File: src/hdl/assert_macros.svh
// assertion helpers shared by the rtl
`ifndef ASSERT_MACROS_SVH
`define ASSERT_MACROS_SVH

`ifndef SYNTHESIS

// property that must hold at every edge out of reset
`define ASSERT_HOLDS(label, clk, rst_n, prop) \
	label: assert property (@(posedge clk) disable iff (!rst_n) (prop)) \
		else $error("assertion failed");

// same-cycle implication
`define ASSERT_IMPLIES(label, clk, rst_n, ante, cons) \
	label: assert property (@(posedge clk) disable iff (!rst_n) (ante) |-> (cons)) \
		else $error("assertion failed");

// next-cycle implication
`define ASSERT_NEXT(label, clk, rst_n, ante, cons) \
	label: assert property (@(posedge clk) disable iff (!rst_n) (ante) |=> (cons)) \
		else $error("assertion failed");

`else

`define ASSERT_HOLDS(label, clk, rst_n, prop)
`define ASSERT_IMPLIES(label, clk, rst_n, ante, cons)
`define ASSERT_NEXT(label, clk, rst_n, ante, cons)

`endif

`endif

File: src/hdl/gtg_pkg.sv
`default_nettype none
package gtg_pkg;

	// default parameter values
	localparam int FRAC_BITS_DEF    = 12;
	localparam int CORDIC_STEPS_DEF = 16;
	localparam int SUM_WIDTH_DEF    = 32;

	// field widths
	localparam int POS_W       = 20;
	localparam int HEAD_W      = 16;
	localparam int WHEEL_W     = 12;
	localparam int SPD_LIM_W   = 13;
	localparam int TURN_LIM_W  = 14;
	localparam int GAIN_W      = 16;
	localparam int CFG_IDX_W   = 4;
	localparam int CFG_DATA_W  = 20;

	// cordic datapath
	localparam int XY_W        = 32;
	localparam int Z_W         = 28;
	localparam int SHIFT_W     = 5;
	localparam int GUARD_SH    = 8;
	localparam int ANG_FRAC    = 24;

	// angle and scale constants, q24 (INV_K_Q16 is q16)
	localparam int PI_Q24      = 52707179;
	localparam int TWO_PI_Q24  = 105414357;
	localparam int HALF_PI_Q24 = 26353589;
	localparam int INV_K_Q24   = 10188014;
	localparam int INV_K_Q16   = 39797;

	// wheel mixing: 2 * 1000 mm and 2 * 117.5 mm
	localparam int MIX_FWD     = 2000;
	localparam int MIX_TURN    = 235;
	localparam int WHEEL_SAT   = 2047;

	// register reset values
	localparam int GOAL_X_RST     = 2048;
	localparam int GOAL_Y_RST     = 2048;
	localparam int SPD_LIM_RST    = 819;
	localparam int TURN_LIM_RST   = 2145;
	localparam int SPD_GAIN_RST   = 3277;
	localparam int TURN_GP_RST    = 17408;
	localparam int TURN_GI_RST    = 410;
	localparam int INT_LIM_RST    = 1430;

	typedef enum logic [CFG_IDX_W-1:0] {
		REG_GOAL_X         = 4'd0,
		REG_GOAL_Y         = 4'd1,
		REG_SPEED_LIMIT    = 4'd2,
		REG_TURN_LIMIT     = 4'd3,
		REG_SPEED_GAIN     = 4'd4,
		REG_TURN_GAIN_P    = 4'd5,
		REG_TURN_GAIN_I    = 4'd6,
		REG_INTEGRAL_LIMIT = 4'd7
	} reg_idx_t;

	typedef enum logic [3:0] {
		ST_IDLE,
		ST_LOAD,
		ST_VEC,
		ST_MAG,
		ST_WRAP,
		ST_SPEED,
		ST_PTERM,
		ST_ITERM,
		ST_TURN,
		ST_TURN_MUL,
		ST_COS_LOAD,
		ST_ROT,
		ST_FWD1,
		ST_FWD2,
		ST_FWD3,
		ST_OUT
	} state_t;

	typedef struct packed {
		logic load;
		logic step;
		logic vectoring;
	} cordic_ctrl_t;

	// arctangent of 2^-i, q24
	function automatic logic signed [Z_W-1:0] atan_q24(input logic [SHIFT_W-1:0] idx);
		logic signed [Z_W-1:0] r;
		unique case (idx)
			5'd0:  r = 28'sd13176795;
			5'd1:  r = 28'sd7778716;
			5'd2:  r = 28'sd4110060;
			5'd3:  r = 28'sd2086331;
			5'd4:  r = 28'sd1047214;
			5'd5:  r = 28'sd524117;
			5'd6:  r = 28'sd262123;
			5'd7:  r = 28'sd131069;
			5'd8:  r = 28'sd65536;
			5'd9:  r = 28'sd32768;
			5'd10: r = 28'sd16384;
			5'd11: r = 28'sd8192;
			5'd12: r = 28'sd4096;
			5'd13: r = 28'sd2048;
			5'd14: r = 28'sd1024;
			5'd15: r = 28'sd512;
			5'd16: r = 28'sd256;
			5'd17: r = 28'sd128;
			5'd18: r = 28'sd64;
			5'd19: r = 28'sd32;
			5'd20: r = 28'sd16;
			5'd21: r = 28'sd8;
			5'd22: r = 28'sd4;
			5'd23: r = 28'sd2;
			default: r = '0;
		endcase
		return r;
	endfunction

endpackage
`default_nettype wire

File: src/hdl/gtg_if.sv
`default_nettype none
// pose sample channel
interface gtg_pose_if;
	import gtg_pkg::*;
	logic                     valid;
	logic                     ready;
	logic signed [POS_W-1:0]  pos_x;
	logic signed [POS_W-1:0]  pos_y;
	logic signed [HEAD_W-1:0] pose_heading;
	modport source (output valid, pos_x, pos_y, pose_heading, input ready);
	modport sink (input valid, pos_x, pos_y, pose_heading, output ready);
endinterface

// wheel command channel
interface gtg_wheel_if;
	import gtg_pkg::*;
	logic                      valid;
	logic                      ready;
	logic signed [WHEEL_W-1:0] left_speed;
	logic signed [WHEEL_W-1:0] right_speed;
	logic                      arrived;
	logic                      spin_in_place;
	modport source (output valid, left_speed, right_speed, arrived, spin_in_place,
		input ready);
	modport sink (input valid, left_speed, right_speed, arrived, spin_in_place,
		output ready);
endinterface

// register write channel
interface gtg_cfg_if;
	import gtg_pkg::*;
	logic                  valid;
	logic                  ready;
	logic [CFG_IDX_W-1:0]  index;
	logic [CFG_DATA_W-1:0] data;
	modport source (output valid, index, data, input ready);
	modport sink (input valid, index, data, output ready);
endinterface
`default_nettype wire

File: src/hdl/gtg_cordic.sv
`default_nettype none
module gtg_cordic (
	input  wire                                  clk,
	input  gtg_pkg::cordic_ctrl_t                ctrl,
	input  wire  [gtg_pkg::SHIFT_W-1:0]          shift,
	input  wire  signed [gtg_pkg::XY_W-1:0]      x_init,
	input  wire  signed [gtg_pkg::XY_W-1:0]      y_init,
	input  wire  signed [gtg_pkg::Z_W-1:0]       z_init,
	output logic signed [gtg_pkg::XY_W-1:0]      x,
	output logic signed [gtg_pkg::XY_W-1:0]      y,
	output logic signed [gtg_pkg::Z_W-1:0]       z
);
	import gtg_pkg::*;

	logic signed [XY_W-1:0] x_q, y_q, xs, ys;
	logic signed [Z_W-1:0]  z_q, ang;
	logic                   up;

	// one micro-rotation per cycle while ctrl.step is set
	always_comb begin
		xs  = x_q >>> shift;
		ys  = y_q >>> shift;
		ang = atan_q24(shift);
		up  = ctrl.vectoring ? y_q[XY_W-1] : !z_q[Z_W-1];
	end

	always_ff @(posedge clk) begin
		if (ctrl.load) begin
			x_q <= x_init;
			y_q <= y_init;
			z_q <= z_init;
		end else if (ctrl.step) begin
			if (up) begin
				x_q <= x_q - ys;
				y_q <= y_q + xs;
				z_q <= z_q - ang;
			end else begin
				x_q <= x_q + ys;
				y_q <= y_q - xs;
				z_q <= z_q + ang;
			end
		end
	end

	assign x = x_q;
	assign y = y_q;
	assign z = z_q;
endmodule
`default_nettype wire

File: src/hdl/gtg_mul.sv
`default_nettype none
module gtg_mul #(
	parameter int A_W = 40,
	parameter int B_W = 18
) (
	input  wire                      clk,
	input  wire                      en,
	input  wire  signed [A_W-1:0]    a,
	input  wire  signed [B_W-1:0]    b,
	output logic signed [A_W+B_W-1:0] prod
);
	logic signed [A_W+B_W-1:0] prod_q;

	// registered product, held while idle
	always_ff @(posedge clk) begin
		if (en) begin
			prod_q <= a * b;
		end
	end

	assign prod = prod_q;
endmodule
`default_nettype wire

File: src/hdl/go_to_goal_pi_steering.sv
// channel  dir  payload                                              handshake
// pose     in   pos_x, pos_y, pose_heading                           valid/ready
// wheel    out  left_speed, right_speed, arrived, spin_in_place      valid/ready
// cfg      in   index, data                                          valid/ready
//
// each pose sample runs through the shared cordic stage, which runs the vectoring
// pass and then the cosine pass; the heading wrap step repeats once per turn of
// the heading until it lies in range
// arrived and spin-in-place samples skip the cosine pass
// arst_n clears the sequencer, the error sum and the registers to their reset values
// a result waiting on the wheel channel holds the sequencer in its last step
`default_nettype none
`include "assert_macros.svh"
module go_to_goal_pi_steering #(
	parameter int FRAC_BITS    = gtg_pkg::FRAC_BITS_DEF,
	parameter int CORDIC_STEPS = gtg_pkg::CORDIC_STEPS_DEF,
	parameter int SUM_WIDTH    = gtg_pkg::SUM_WIDTH_DEF
) (
	input wire          clk,
	input wire          arst_n,
	gtg_pose_if.sink    pose,
	gtg_wheel_if.source wheel,
	gtg_cfg_if.sink     cfg
);
	import gtg_pkg::*;

	localparam int CNT_W    = $clog2(CORDIC_STEPS);
	localparam int HD_SH    = ANG_FRAC - FRAC_BITS;
	localparam int DIFF_W   = ((HEAD_W + HD_SH > Z_W - 1) ? HEAD_W + HD_SH : Z_W - 1) + 2;
	localparam int HF_W     = FRAC_BITS + 3;
	localparam int SE_W     = ((SUM_WIDTH > HF_W) ? SUM_WIDTH : HF_W) + 1;
	localparam int DX_W     = POS_W + 1;
	localparam int DIST_W   = 24;
	localparam int A_W      = (SUM_WIDTH > 40) ? SUM_WIDTH : 40;
	localparam int B_W      = 18;
	localparam int P_W      = A_W + B_W;
	localparam int WP_W     = 20;
	localparam int WI_W     = 15;
	localparam int W_W      = 15;
	localparam int TURN_W   = 24;
	localparam int MIX_W    = 53;
	localparam int MIX_SH   = FRAC_BITS + 25;
	localparam int ARRIVE   = (5 * (1 << FRAC_BITS) + 50) / 100;

	localparam logic [CNT_W-1:0]        CNT_LAST = CNT_W'(CORDIC_STEPS - 1);
	localparam logic signed [DIFF_W-1:0] PI_D     = DIFF_W'(PI_Q24);
	localparam logic signed [DIFF_W-1:0] TWO_PI_D = DIFF_W'(TWO_PI_Q24);
	localparam logic signed [DIFF_W-1:0] HALF_PI_D = DIFF_W'(HALF_PI_Q24);
	localparam logic signed [DIFF_W-1:0] HF_HALF  = DIFF_W'(1) <<< (HD_SH - 1);
	localparam logic signed [P_W-1:0]    MAG_HALF = P_W'(1) <<< (ANG_FRAC - 1);
	localparam logic signed [SE_W-1:0]   SMAX     = (SE_W'(1) <<< (SUM_WIDTH - 1)) - SE_W'(1);
	localparam logic signed [MIX_W-1:0]  MIX_HALF = MIX_W'(1) <<< (MIX_SH - 1);
	localparam logic signed [MIX_W-1:0]  SAT_POS  = MIX_W'(WHEEL_SAT);
	localparam logic signed [DIST_W-1:0] ARRIVE_D = DIST_W'(ARRIVE);

	// control state
	state_t state_q, state_d;
	logic [CNT_W-1:0] cnt_q;
	logic signed [SUM_WIDTH-1:0] sum_q;
	logic out_valid_q;

	// registers
	logic signed [POS_W-1:0]    goal_x_q, goal_y_q;
	logic [SPD_LIM_W-1:0]       speed_limit_q;
	logic [TURN_LIM_W-1:0]      turn_limit_q, integral_limit_q;
	logic [GAIN_W-1:0]          speed_gain_q, turn_gain_p_q, turn_gain_i_q;

	// payload
	logic signed [POS_W-1:0]    pos_x_q, pos_y_q;
	logic signed [HEAD_W-1:0]   hd_q;
	logic signed [DIFF_W-1:0]   h_q;
	logic signed [DIST_W-1:0]   dist_q;
	logic signed [HF_W-1:0]     hf_q;
	logic [SPD_LIM_W-1:0]       v_q;
	logic signed [WP_W-1:0]     wp_q;
	logic signed [W_W-1:0]      w_q;
	logic signed [TURN_W-1:0]   turn_q;
	logic signed [MIX_W-1:0]    fwd_q;
	logic signed [WHEEL_W-1:0]  left_q, right_q;
	logic                       arrived_q, spin_q;

	// shared units
	cordic_ctrl_t            cctrl;
	logic signed [XY_W-1:0]  cx_init, cy_init, cx, cy;
	logic signed [Z_W-1:0]   cz_init, cz;
	logic                    mul_en;
	logic signed [A_W-1:0]   mul_a;
	logic signed [B_W-1:0]   mul_b;
	logic signed [P_W-1:0]   prod;

	// combinational helpers
	logic signed [DX_W-1:0]  dx, dy;
	logic signed [XY_W-1:0]  xg, yg;
	logic                    cnt_done, wrap_hi, wrap_lo, is_arrived, is_spin, out_free;
	logic signed [P_W-1:0]   v_full, wi_full;
	logic signed [SE_W-1:0]  sum_ext;
	logic signed [WI_W-1:0]  wi;
	logic signed [WP_W:0]    wsum;
	logic signed [MIX_W-1:0] turn_sh, mix_l, mix_r, rl, rr;

	gtg_cordic u_cordic (
		.clk    (clk),
		.ctrl   (cctrl),
		.shift  (SHIFT_W'(cnt_q)),
		.x_init (cx_init),
		.y_init (cy_init),
		.z_init (cz_init),
		.x      (cx),
		.y      (cy),
		.z      (cz)
	);

	gtg_mul #(.A_W(A_W), .B_W(B_W)) u_mul (
		.clk  (clk),
		.en   (mul_en),
		.a    (mul_a),
		.b    (mul_b),
		.prod (prod)
	);

	// goal difference and status decodes
	always_comb begin
		dx         = DX_W'(goal_x_q) - DX_W'(pos_x_q);
		dy         = DX_W'(goal_y_q) - DX_W'(pos_y_q);
		xg         = XY_W'(dx) <<< GUARD_SH;
		yg         = XY_W'(dy) <<< GUARD_SH;
		cnt_done   = (cnt_q == CNT_LAST);
		wrap_hi    = (h_q > PI_D);
		wrap_lo    = (h_q <= -PI_D);
		is_arrived = (dist_q <= ARRIVE_D);
		is_spin    = !((h_q < HALF_PI_D) && (h_q > -HALF_PI_D));
		out_free   = !out_valid_q || wheel.ready;
	end

	// next state
	always_comb begin
		state_d = state_q;
		unique case (state_q)
			ST_IDLE:     if (pose.valid) state_d = ST_LOAD;
			ST_LOAD:     state_d = (dx == '0 && dy == '0) ? ST_MAG : ST_VEC;
			ST_VEC:      if (cnt_done) state_d = ST_MAG;
			ST_MAG:      state_d = ST_WRAP;
			ST_WRAP:     if (!wrap_hi && !wrap_lo) state_d = ST_SPEED;
			ST_SPEED:    state_d = ST_PTERM;
			ST_PTERM:    state_d = ST_ITERM;
			ST_ITERM:    state_d = ST_TURN;
			ST_TURN:     state_d = ST_TURN_MUL;
			ST_TURN_MUL: state_d = ST_COS_LOAD;
			ST_COS_LOAD: state_d = (is_arrived || is_spin) ? ST_OUT : ST_ROT;
			ST_ROT:      if (cnt_done) state_d = ST_FWD1;
			ST_FWD1:     state_d = ST_FWD2;
			ST_FWD2:     state_d = ST_FWD3;
			ST_FWD3:     state_d = ST_OUT;
			ST_OUT:      if (out_free) state_d = ST_IDLE;
		endcase
	end

	// unit controls and operand selection
	always_comb begin
		pose.ready = (state_q == ST_IDLE);
		cfg.ready  = 1'b1;
		cctrl      = '0;
		cx_init    = '0;
		cy_init    = '0;
		cz_init    = '0;
		mul_en     = 1'b0;
		mul_a      = '0;
		mul_b      = '0;
		unique case (state_q)
			ST_LOAD: begin
				cctrl.load = 1'b1;
				if (dx == '0 && dy == '0) begin
					cx_init = '0;
					cy_init = '0;
					cz_init = '0;
				end else if (dx < 0) begin
					cx_init = -xg;
					cy_init = -yg;
					cz_init = (dy >= 0) ? Z_W'(PI_Q24) : -Z_W'(PI_Q24);
				end else begin
					cx_init = xg;
					cy_init = yg;
				end
			end
			ST_VEC: begin
				cctrl.step      = 1'b1;
				cctrl.vectoring = 1'b1;
			end
			ST_MAG: begin
				mul_en = 1'b1;
				mul_a  = A_W'(cx);
				mul_b  = B_W'(INV_K_Q16);
			end
			ST_SPEED: begin
				mul_en = 1'b1;
				mul_a  = A_W'(dist_q);
				mul_b  = signed'(B_W'(speed_gain_q));
			end
			ST_PTERM: begin
				mul_en = 1'b1;
				mul_a  = A_W'(hf_q);
				mul_b  = signed'(B_W'(turn_gain_p_q));
			end
			ST_ITERM: begin
				mul_en = 1'b1;
				mul_a  = A_W'(sum_q);
				mul_b  = signed'(B_W'(turn_gain_i_q));
			end
			ST_TURN_MUL: begin
				mul_en = 1'b1;
				mul_a  = A_W'(w_q);
				mul_b  = B_W'(MIX_TURN);
			end
			ST_COS_LOAD: begin
				cctrl.load = 1'b1;
				cx_init    = XY_W'(INV_K_Q24);
				cy_init    = '0;
				cz_init    = Z_W'(h_q);
			end
			ST_ROT: begin
				cctrl.step = 1'b1;
			end
			ST_FWD1: begin
				mul_en = 1'b1;
				mul_a  = A_W'(cx);
				mul_b  = signed'(B_W'(v_q));
			end
			ST_FWD2: begin
				mul_en = 1'b1;
				mul_a  = prod[A_W-1:0];
				mul_b  = B_W'(MIX_FWD);
			end
			default: begin
			end
		endcase
	end

	// product scaling, clamps and wheel mix
	always_comb begin
		v_full  = prod >>> FRAC_BITS;
		wi_full = prod >>> FRAC_BITS;
		sum_ext = SE_W'(sum_q) + SE_W'(hf_q);
		if (wi_full > signed'(P_W'(integral_limit_q))) begin
			wi = signed'(WI_W'(integral_limit_q));
		end else if (wi_full < -signed'(P_W'(integral_limit_q))) begin
			wi = -signed'(WI_W'(integral_limit_q));
		end else begin
			wi = WI_W'(wi_full);
		end
		wsum    = (WP_W + 1)'(wp_q) + (WP_W + 1)'(wi);
		turn_sh = MIX_W'(turn_q) <<< ANG_FRAC;
		mix_l   = (fwd_q + turn_sh + MIX_HALF) >>> MIX_SH;
		mix_r   = (fwd_q - turn_sh + MIX_HALF) >>> MIX_SH;
		if (mix_l > SAT_POS) rl = SAT_POS;
		else if (mix_l < -SAT_POS) rl = -SAT_POS;
		else rl = mix_l;
		if (mix_r > SAT_POS) rr = SAT_POS;
		else if (mix_r < -SAT_POS) rr = -SAT_POS;
		else rr = mix_r;
	end

	// sequencer, step counter, error sum, output valid
	always_ff @(posedge clk or negedge arst_n) begin
		if (!arst_n) begin
			state_q     <= ST_IDLE;
			cnt_q       <= '0;
			sum_q       <= '0;
			out_valid_q <= 1'b0;
		end else begin
			state_q <= state_d;
			if (state_q == ST_VEC || state_q == ST_ROT) begin
				cnt_q <= cnt_q + CNT_W'(1);
			end else begin
				cnt_q <= '0;
			end
			if (state_q == ST_PTERM) begin
				if (sum_ext > SMAX) sum_q <= SUM_WIDTH'(SMAX);
				else if (sum_ext < -SMAX) sum_q <= SUM_WIDTH'(-SMAX);
				else sum_q <= SUM_WIDTH'(sum_ext);
			end
			if (state_q == ST_OUT && out_free) begin
				out_valid_q <= 1'b1;
			end else if (wheel.ready) begin
				out_valid_q <= 1'b0;
			end
		end
	end

	// register writes
	always_ff @(posedge clk or negedge arst_n) begin
		if (!arst_n) begin
			goal_x_q         <= POS_W'(GOAL_X_RST);
			goal_y_q         <= POS_W'(GOAL_Y_RST);
			speed_limit_q    <= SPD_LIM_W'(SPD_LIM_RST);
			turn_limit_q     <= TURN_LIM_W'(TURN_LIM_RST);
			speed_gain_q     <= GAIN_W'(SPD_GAIN_RST);
			turn_gain_p_q    <= GAIN_W'(TURN_GP_RST);
			turn_gain_i_q    <= GAIN_W'(TURN_GI_RST);
			integral_limit_q <= TURN_LIM_W'(INT_LIM_RST);
		end else if (cfg.valid) begin
			unique case (cfg.index)
				REG_GOAL_X:         goal_x_q         <= signed'(cfg.data);
				REG_GOAL_Y:         goal_y_q         <= signed'(cfg.data);
				REG_SPEED_LIMIT:    speed_limit_q    <= cfg.data[SPD_LIM_W-1:0];
				REG_TURN_LIMIT:     turn_limit_q     <= cfg.data[TURN_LIM_W-1:0];
				REG_SPEED_GAIN:     speed_gain_q     <= cfg.data[GAIN_W-1:0];
				REG_TURN_GAIN_P:    turn_gain_p_q    <= cfg.data[GAIN_W-1:0];
				REG_TURN_GAIN_I:    turn_gain_i_q    <= cfg.data[GAIN_W-1:0];
				REG_INTEGRAL_LIMIT: integral_limit_q <= cfg.data[TURN_LIM_W-1:0];
				default: begin
				end
			endcase
		end
	end

	// datapath registers
	always_ff @(posedge clk) begin
		unique case (state_q)
			ST_IDLE: begin
				pos_x_q <= pose.pos_x;
				pos_y_q <= pose.pos_y;
				hd_q    <= pose.pose_heading;
			end
			ST_MAG: begin
				h_q <= DIFF_W'(cz) - (DIFF_W'(hd_q) <<< HD_SH);
			end
			ST_WRAP: begin
				dist_q <= DIST_W'((prod + MAG_HALF) >>> ANG_FRAC);
				if (wrap_hi) h_q <= h_q - TWO_PI_D;
				else if (wrap_lo) h_q <= h_q + TWO_PI_D;
			end
			ST_SPEED: begin
				hf_q <= HF_W'((h_q + HF_HALF) >>> HD_SH);
			end
			ST_PTERM: begin
				if (v_full > signed'(P_W'(speed_limit_q))) v_q <= speed_limit_q;
				else v_q <= SPD_LIM_W'(v_full);
			end
			ST_ITERM: begin
				wp_q <= WP_W'(prod >>> FRAC_BITS);
			end
			ST_TURN: begin
				if (wsum > signed'((WP_W + 1)'(turn_limit_q))) begin
					w_q <= signed'(W_W'(turn_limit_q));
				end else if (wsum < -signed'((WP_W + 1)'(turn_limit_q))) begin
					w_q <= -signed'(W_W'(turn_limit_q));
				end else begin
					w_q <= W_W'(wsum);
				end
			end
			ST_COS_LOAD: begin
				turn_q <= TURN_W'(prod);
				fwd_q  <= '0;
			end
			ST_FWD3: begin
				fwd_q <= MIX_W'(prod);
			end
			ST_OUT: begin
				if (out_free) begin
					if (is_arrived) begin
						left_q    <= '0;
						right_q   <= '0;
						arrived_q <= 1'b1;
						spin_q    <= 1'b0;
					end else begin
						left_q    <= WHEEL_W'(rl);
						right_q   <= WHEEL_W'(rr);
						arrived_q <= 1'b0;
						spin_q    <= is_spin;
					end
				end
			end
			default: begin
			end
		endcase
	end

	// result word
	assign wheel.valid         = out_valid_q;
	assign wheel.left_speed    = left_q;
	assign wheel.right_speed   = right_q;
	assign wheel.arrived       = arrived_q;
	assign wheel.spin_in_place = spin_q;

	// checks
	`ASSERT_IMPLIES(a_arrived_stops, clk, arst_n, wheel.valid && wheel.arrived,
		wheel.left_speed == '0 && wheel.right_speed == '0 && !wheel.spin_in_place)
	`ASSERT_NEXT(a_cordic_count, clk, arst_n, state_q == ST_VEC && !cnt_done,
		state_q == ST_VEC && cnt_q == $past(cnt_q) + CNT_W'(1))
	`ASSERT_HOLDS(a_sum_sym, clk, arst_n,
		sum_q != {1'b1, {(SUM_WIDTH - 1){1'b0}}})
	`ASSERT_IMPLIES(a_wheel_sat, clk, arst_n, wheel.valid,
		wheel.left_speed != {1'b1, {(WHEEL_W - 1){1'b0}}} &&
		wheel.right_speed != {1'b1, {(WHEEL_W - 1){1'b0}}})

endmodule
`default_nettype wire
File: src/flat_wrapper.sv
// flat-port wrapper written by rule: the top's interface ports become plain ports
module go_to_goal_pi_steering_flat import gtg_pkg::*;
#(
	parameter int FRAC_BITS    = gtg_pkg::FRAC_BITS_DEF,
	parameter int CORDIC_STEPS = gtg_pkg::CORDIC_STEPS_DEF,
	parameter int SUM_WIDTH    = gtg_pkg::SUM_WIDTH_DEF
)
  (clk, arst_n, pose_valid, pose_pos_x, pose_pos_y, pose_pose_heading, pose_ready, wheel_valid, wheel_left_speed, wheel_right_speed, wheel_arrived, wheel_spin_in_place, wheel_ready, cfg_valid, cfg_index, cfg_data, cfg_ready);
  gtg_pose_if pose_i ();
  gtg_wheel_if wheel_i ();
  gtg_cfg_if cfg_i ();
  input wire clk;
  input wire arst_n;
  input wire logic [$bits(pose_i.valid)-1:0] pose_valid;
  input wire logic [$bits(pose_i.pos_x)-1:0] pose_pos_x;
  input wire logic [$bits(pose_i.pos_y)-1:0] pose_pos_y;
  input wire logic [$bits(pose_i.pose_heading)-1:0] pose_pose_heading;
  output wire logic [$bits(pose_i.ready)-1:0] pose_ready;
  output wire logic [$bits(wheel_i.valid)-1:0] wheel_valid;
  output wire logic [$bits(wheel_i.left_speed)-1:0] wheel_left_speed;
  output wire logic [$bits(wheel_i.right_speed)-1:0] wheel_right_speed;
  output wire logic [$bits(wheel_i.arrived)-1:0] wheel_arrived;
  output wire logic [$bits(wheel_i.spin_in_place)-1:0] wheel_spin_in_place;
  input wire logic [$bits(wheel_i.ready)-1:0] wheel_ready;
  input wire logic [$bits(cfg_i.valid)-1:0] cfg_valid;
  input wire logic [$bits(cfg_i.index)-1:0] cfg_index;
  input wire logic [$bits(cfg_i.data)-1:0] cfg_data;
  output wire logic [$bits(cfg_i.ready)-1:0] cfg_ready;
  assign pose_i.valid = pose_valid;
  assign pose_i.pos_x = pose_pos_x;
  assign pose_i.pos_y = pose_pos_y;
  assign pose_i.pose_heading = pose_pose_heading;
  assign pose_ready = pose_i.ready;
  assign wheel_valid = wheel_i.valid;
  assign wheel_left_speed = wheel_i.left_speed;
  assign wheel_right_speed = wheel_i.right_speed;
  assign wheel_arrived = wheel_i.arrived;
  assign wheel_spin_in_place = wheel_i.spin_in_place;
  assign wheel_i.ready = wheel_ready;
  assign cfg_i.valid = cfg_valid;
  assign cfg_i.index = cfg_index;
  assign cfg_i.data = cfg_data;
  assign cfg_ready = cfg_i.ready;
  go_to_goal_pi_steering #(.FRAC_BITS(FRAC_BITS), .CORDIC_STEPS(CORDIC_STEPS), .SUM_WIDTH(SUM_WIDTH)) u_core (.clk(clk), .arst_n(arst_n), .pose(pose_i), .wheel(wheel_i), .cfg(cfg_i));
endmodule
File: config.mk
export PLATFORM = sky130hd
export DESIGN_NAME = go_to_goal_pi_steering_flat
export DESIGN_NICKNAME = d
export VERILOG_FILES = /design/src/hdl/gtg_pkg.sv /design/src/hdl/gtg_if.sv /design/src/hdl/gtg_cordic.sv /design/src/hdl/gtg_mul.sv /design/src/hdl/go_to_goal_pi_steering.sv /design/src/flat_wrapper.sv
export VERILOG_INCLUDE_DIRS = /design/src /design/src/hdl
export SDC_FILE = /design/constraint.sdc
export NUM_CORES = 2
export LEC_CHECK = 0
export CORE_MARGIN = 3
export CORE_UTILIZATION = 60
export DETAILED_ROUTE_END_ITERATION = 7
export DONT_BUFFER_PORTS = 1
export PLACE_DENSITY = 0.76
export SLEW_MARGIN = 30
export SYNTH_ARGS = -nofsm -noshare
export SYNTH_HDL_FRONTEND = slang
export SYNTH_SLANG_ARGS = --single-unit
File: constraint.sdc
create_clock -name clk -period 12.4 [get_ports clk]
set_input_delay 1.24 -clock clk [delete_from_list [all_inputs] [get_ports clk]]
set_output_delay 1.24 -clock clk [all_outputs]
set_load 0.005 [all_outputs]
* Yosys cells after proc, flatten, opt, wreduce, memory -nomap -nowiden
Memories as Yosys holds them, arrays and structs flattened. Index checks and enable logic that the tools add are counted.
Operators by class: shift-type cells 2, magnitude comparators 18, eq/ne operators 29, reduce and logical (&&, ||, !) cells 37, $mul 1, muxes and demuxes 53, add/sub/neg operators 26
Operators with widths (count):
- 2-to-1 mux 32 bit | 13
- one-hot mux 40 bit (6 select lines) | 1
- 2-to-1 mux 28 bit | 6
- one-hot mux 16 bit (7 select lines) | 1
- adder 53 x 38 -> 53 bit (second input constant) | 2
- one-hot mux 53 bit (2 select lines) | 1
- adder 32 bit | 2
- negation 29 -> 32 bit | 2
- one-hot mux 32 bit (2 select lines) | 1
- one-hot mux 4 bit (16 select lines) | 1
- >>> shifter 32 x 4 -> 32 bit | 2
- subtractor 32 bit | 2
- 2-to-1 mux 30 bit | 2
- one-hot mux 30 bit (2 select lines) | 1
- < comparator 45 x 58 -> 1 bit | 1
- negation 14 -> 58 bit | 1
- multiplier 40 x 17 -> 57 bit | 1
- one-hot mux 28 bit (2 select lines) | 1
- adder 53 x 48 -> 53 bit | 1
- subtractor 53 x 48 -> 53 bit | 1
- adder 48 x 25 -> 48 bit (second input constant) | 1
- > comparator 45 x 14 -> 1 bit | 1
- > comparator 45 x 15 -> 1 bit | 1
- 2-to-1 mux 15 bit | 3
- 49 further kinds | 117
Storage, ports and cells: output and inout port bits 29, memory bits (read-only) 768, logic and storage cells 201, input port bits 85, register bits after elaboration 595, memories kept 1
Memories:
- (no name shown) | words 32, bits a word 24, read ports 1, clocked after Yosys merged registers in 0, wr ports 0, line gtg_pkg.sv:87 | unique case (idx)

* Logic depth before layout (Yosys ltp)
depth after elaboration 8, gate-level depth with buffers 43

* Cells and area by module
Synthesis repeated with hierarchy kept, for this count alone.
Second synthesis, totals: cells, all modules 8460, area, all modules 76490.9 um2
By module, submodules not included:
- go_to_goal_pi_steering | sequential area each 12552.0 um2, area each 35246.3 um2, instances 1, cells each 3797
- gtg_mul | sequential area each 1741.7 um2, area each 26226.4 um2, instances 1, cells each 2902
- gtg_cordic | sequential area each 2762.6 um2, area each 15018.2 um2, instances 1, cells each 1761

* Worst setup path before layout
OpenSTA, ideal clock, no wires.
path kind reg-to-reg, from register u_core.state_q[3], to register u_core.u_mul.prod_q[49], in the netlist u_core.u_mul.prod[49] (data pin), setup time 0.264 ns, arrival time 8.635 ns, stages on the path, launching flop included 33, required time 12.136 ns, setup slack 3.502 ns, cell sequence dfrtp_1 > clkbuf_1 > nand2b_1 > nor2_1 > clkbuf_1 > buf_1 > a222oi_1 > nand2_1 > clkbuf_1 > nand2_1 > fa_1 > inv_1 > fa_1 > inv_1 > fa_1 > inv_1 > fa_1 > inv_1 > fa_1 > inv_1 > fa_1 > ha_1 > a21o_1 > a21o_1 > a211oi_1 > o21ai_1 > o21ai_1 > o221ai_1 > a311o_1 > a41oi_1 > o21ai_1 > a221oi_1 > xnor2_1
Between the ends: longest elaborated chain between the ends 4, elaborated cells on any way between the ends 11, those cells by class mul: 1; eq/ne: 7; mux: 2; reduce/logical: 1
Ends and longest elaborated chain:
- from (decl) | line go_to_goal_pi_steering.sv:57 | state_t state_q, state_d;
- from (signal assigned) | line go_to_goal_pi_steering.sv:270 | state_q <= state_d;
- equality test 4 x 2 -> 1 bit / equality test 4 bit (equally long branches) | line go_to_goal_pi_steering.sv:169 | unique case (state_q)
- OR reduction 2 bit (no source line)
- one-hot mux 40 bit (6 select lines) | line go_to_goal_pi_steering.sv:169
- multiplier 40 x 17 -> 57 bit (*) | line gtg_mul.sv:17 | prod_q <= a * b;
- to (signal assigned) | line gtg_mul.sv:17
- to (decl) | line gtg_mul.sv:12 | logic signed [A_W+B_W-1:0] prod_q;
Every way passes the cells marked *; elsewhere a longest branch is shown, timed or not. A chain may end at the register's enable or synchronous reset.

* Worst setup path in the final report
from register u_core.integral_limit_q[5], to register u_core.w_q[2] (data pin)
Between the ends: longest elaborated chain between the ends 8, elaborated cells on any way between the ends 11, those cells by class add/sub: 3; order compare: 4; mux: 4
Ends and longest elaborated chain:
- from (decl) | line go_to_goal_pi_steering.sv:65 | logic [TURN_LIM_W-1:0] turn_limit_q, integral_limit_q;
- from (signal assigned) | line go_to_goal_pi_steering.sv:299 | integral_limit_q <= TURN_LIM_W'(INT_LIM_RST);
- from (signal assigned) | line go_to_goal_pi_steering.sv:309 | REG_INTEGRAL_LIMIT: integral_limit_q <= cfg.data[TURN_LIM_W-1:0];
- negation 14 -> 58 bit | line go_to_goal_pi_steering.sv:245 | end else if (wi_full < -signed'(P_W'(integral_limit_q))) begin
- < comparator 45 x 58 -> 1 bit | line go_to_goal_pi_steering.sv:245
- 2-to-1 mux 15 bit | line go_to_goal_pi_steering.sv:245
- 2-to-1 mux 15 bit (*) | line go_to_goal_pi_steering.sv:243 | if (wi_full > signed'(P_W'(integral_limit_q))) begin
- adder 20 x 15 -> 21 bit (*) | line go_to_goal_pi_steering.sv:250 | wsum = (WP_W + 1)'(wp_q) + (WP_W + 1)'(wi);
- < comparator 21 bit | line go_to_goal_pi_steering.sv:345 | end else if (wsum < -signed'((WP_W + 1)'(turn_limit_q))) begin
- 2-to-1 mux 15 bit | line go_to_goal_pi_steering.sv:345
- 2-to-1 mux 14 bit (*) | line go_to_goal_pi_steering.sv:343 | if (wsum > signed'((WP_W + 1)'(turn_limit_q))) begin
- to (signal assigned) | line go_to_goal_pi_steering.sv:344 | w_q <= signed'(W_W'(turn_limit_q));
- to (signal assigned) | line go_to_goal_pi_steering.sv:346 | w_q <= -signed'(W_W'(turn_limit_q));
- to (signal assigned) | line go_to_goal_pi_steering.sv:348 | w_q <= W_W'(wsum);
- to (decl) | line go_to_goal_pi_steering.sv:76 | logic signed [W_W-1:0] w_q;
Marks and branches as above.

==> results.yml <==
global_routing:
  gr-total-overflow: 0
  grt_pass1_vias: 58821
  track_usage_pct: 36.1
  antenna_found_initial: 18
  grt_max_degree: 171
  grt_pass1_wl_mm: 340
final_layout:
  multi_input_area_sq_mm: 0.0491
  area_growth_pct: 5.42
  final_cell_area_sq_mm: 0.0747
  drive_gt1_share_pct: 6.64
  nNetsFinal: 8921
  seq_area_sq_mm: 0.0170
  fill_cells: 9689
timing:
  tns_ns: 0
  worstMarginPinSlew_ns: 1.13
  hold_ws_ns: 0.276
  setup-violations-final: 0
  min_period_ns: 11.16
  relSlewSlack_pct: 24.9
  rsz0062_at_grt: "no"
  maxSlewViolCount: 0
  fin_crit_sh_pct: 90.0
  max_freq_ghz: 0.0896
  finalHoldViolCount: 0
  worst_clock_skew_ns: 0.0303
  setup_ws_ns: 1.24
synthesis:
  ys_types: 105
  ys_async_sr_fraction_pct: 28.6
  yosysMostFrequentCell: "inv_1"
  netlist_area_sq_mm: 0.0709
  ys_warn_count: 0
  ys_seq_elements: 594
  synth_edf_count: 424
  synth_top_area_share_pct: 18.0
  syn-num-nets: 9079
  synthTopCellsByArea: "edfxtp_1 18%, fa_1 17%, ha_1 11%"
  avgSynthCellArea_sq_um: 9.13
  syn_inst: 7764
  synth_common_cells: "972 x inv_1, 889 x nand2_1, 620 x ha_1, 610 x fa_1, 497 x nor2_1"
  synth_top_cell_by_area: "edfxtp_1"
  ys.flop_type: "edfxtp_1"
  ys_seq_area_share_pct: 24.0
floorplan:
  die_area_sq_mm: 0.122
  die_height_um: 350
  num_rows: 125
  io_pins: 114
  start_util_pct: 60.8
  core_sq_mm: 0.117
  die_width_um: 350
detailed_routing:
  drc_errors: 6
  route.vias.total: 59753
  wl_per_cell_um: 24.0
  routed_wl_mm: 221
  viasPerCell: 6.50
  drt_iter0_markers: 6970
  ant_nets: 0
  first_pass_iters: 8
cts:
  cts_max_path_buffers: 3
  h-tree-depth: 3
  cts_sinks: 594
  cts.reportedPaths.clkPinSlew_ns: 0.07
  clk-insertion-delay-late_ns: 0.69
  hold_buffers: 0
  cts_tree: "done"
  cts_resized: 0
  post_cts.repair.setup_buffers: 0
  cts-root-buf: "clkbuf_16"
  cts_buffers: 70
placed_design:
  place_area_sq_mm: 0.0724
  pre_cts_ws_ns: 1.69
  dp_hpwl_mm: 172
  gp_congestion: 1.02
  portBuffers: 0
setup_path:
  critical_path_class: "register to register"
  crit_path_end_kind: "register"
  slowest_delay_ns: 0.81
  crit_required_ns: 12.80
  cp_max_fo: 29
  cp_data_arrival_time_ns: 11.56
  crit_path_start_kind: "register"
  slowest_stage: "a21boi_2"
  crit_path_frequent_cell: "ha_1"
flow_run:
  cap_violations: 0
run_status:
  failed_checks: "design-rule violations"
  outcome: "finished, violations left"
hold_path:
  hp-class: "input port to async pin"
-- kinds of logic (layout without fill, tap and decap cells) --
logic type | after synthesis | after routing | synth area share, %
and+or+nand+nor | 2265 | 2265 | 15.0
AOI/OAI and AO/OA | 1699 | 1699 | 15.6
buffers and inverters | 1297 | 1197 | 6.96
adders and majority gates | 1240 | 1240 | 28.3
DFF | 594 | 594 | 24.0
xor gates and xnor gates | 409 | 409 | 5.05
muxes | 259 | 259 | 5.07
other | 1 | 8 | 0.00529
-- layer usage --
metal	routed length [um]	vias up	track usage [%]
met3	24200	739	9.29
met2	98100	3279	56.1
met5	102	-	0
met1	85800	29001	47.5
li1	-	26722	-
met4	12200	12	17.2
-- worst max-delay path, delay by kind of cell, from the launching register on --
kind	cells	cell delay, ns
AOI/OAI and AO/OA	17	5.26
xor gates and xnor gates	1	0.23
adders and majority gates	4	1.07
buffers and inverters	2	0.45
DFF	1	0.43
muxes	1	0.26
and+or+nand+nor	10	3.12
-- final timing paths --
path,start,to,slack [ns],cells past startpoint
max,u_core.integral_limit_q[5]$_DFFE_PN0P_,u_core.w_q[2]$_DFFE_PP_,1.24,35
min,arst_n,u_core.wheel.valid$_DFFE_PN0P_,0.28,0
max reg2reg,u_core.integral_limit_q[5]$_DFFE_PN0P_,u_core.w_q[2]$_DFFE_PP_,1.24,35
min reg2reg,u_core.speed_gain_q[4]$_DFFE_PN0P_,u_core.speed_gain_q[4]$_DFFE_PN0P_,0.51,1
max in group asynchronous,arst_n,u_core.goal_y_q[0]$_DFFE_PN0P_,11.48,0
min in group clk,u_core.speed_gain_q[4]$_DFFE_PN0P_,u_core.speed_gain_q[4]$_DFFE_PN0P_,0.51,1
-- per-stage QoR --
stage	instances	util, %
final	9195	64.1
after global routing	9189	64.0
after CTS	9188	64.0
after detailed placement	9058	62.1
after global placement	9054	62.0
after floorplan	7764	-
-- state kept, by name, indices dropped and copies added, names as in the netlist, 20 cells and up --
name               count
u_core.u_mul.prod     57
u_core.fwd_q          52
u_core.sum_q          32
u_core.u_cordic.x     32
u_core.u_cordic.y     32
u_core.h_q            30
u_core.u_cordic.z     28
u_core.dist_q         24
u_core.turn_q         24
u_core.goal_x_q       20
u_core.goal_y_q       20
u_core.pos_x_q        20
u_core.pos_y_q        20
u_core.wp_q           20
-- cell usage in the layout, fill, tap and decap left out, drive strengths merged, types with 67 or more instances in the layout --
cell	n
a21o	184
a21oi	453
and3	135
buf	91
clkbuf	87
dfrtp	138
edfxtp	424
fa	610
ha	620
inv	979
mux2	129
mux4	67
nand2	889
nand2b	72
nand3	167
nand4	93
nor2	497
nor2b	67
nor3	101
o21a	85
o21ai	356
xnor2	263
xor2	146
-- cell type report --
type	instances	share of cell area, %
antenna	7	0.0234
clock buffer	87	2.48
clock inverter	43	0.583
inverter	976	4.90
multi-input combinational	5873	65.7
sequential	594	22.8
tap	1524	2.55
timing repair buffer	91	0.927
Power is left out: the tool's default activity adds up to more than one toggle a clock period on the data nets, which glitch-free logic cannot reach.
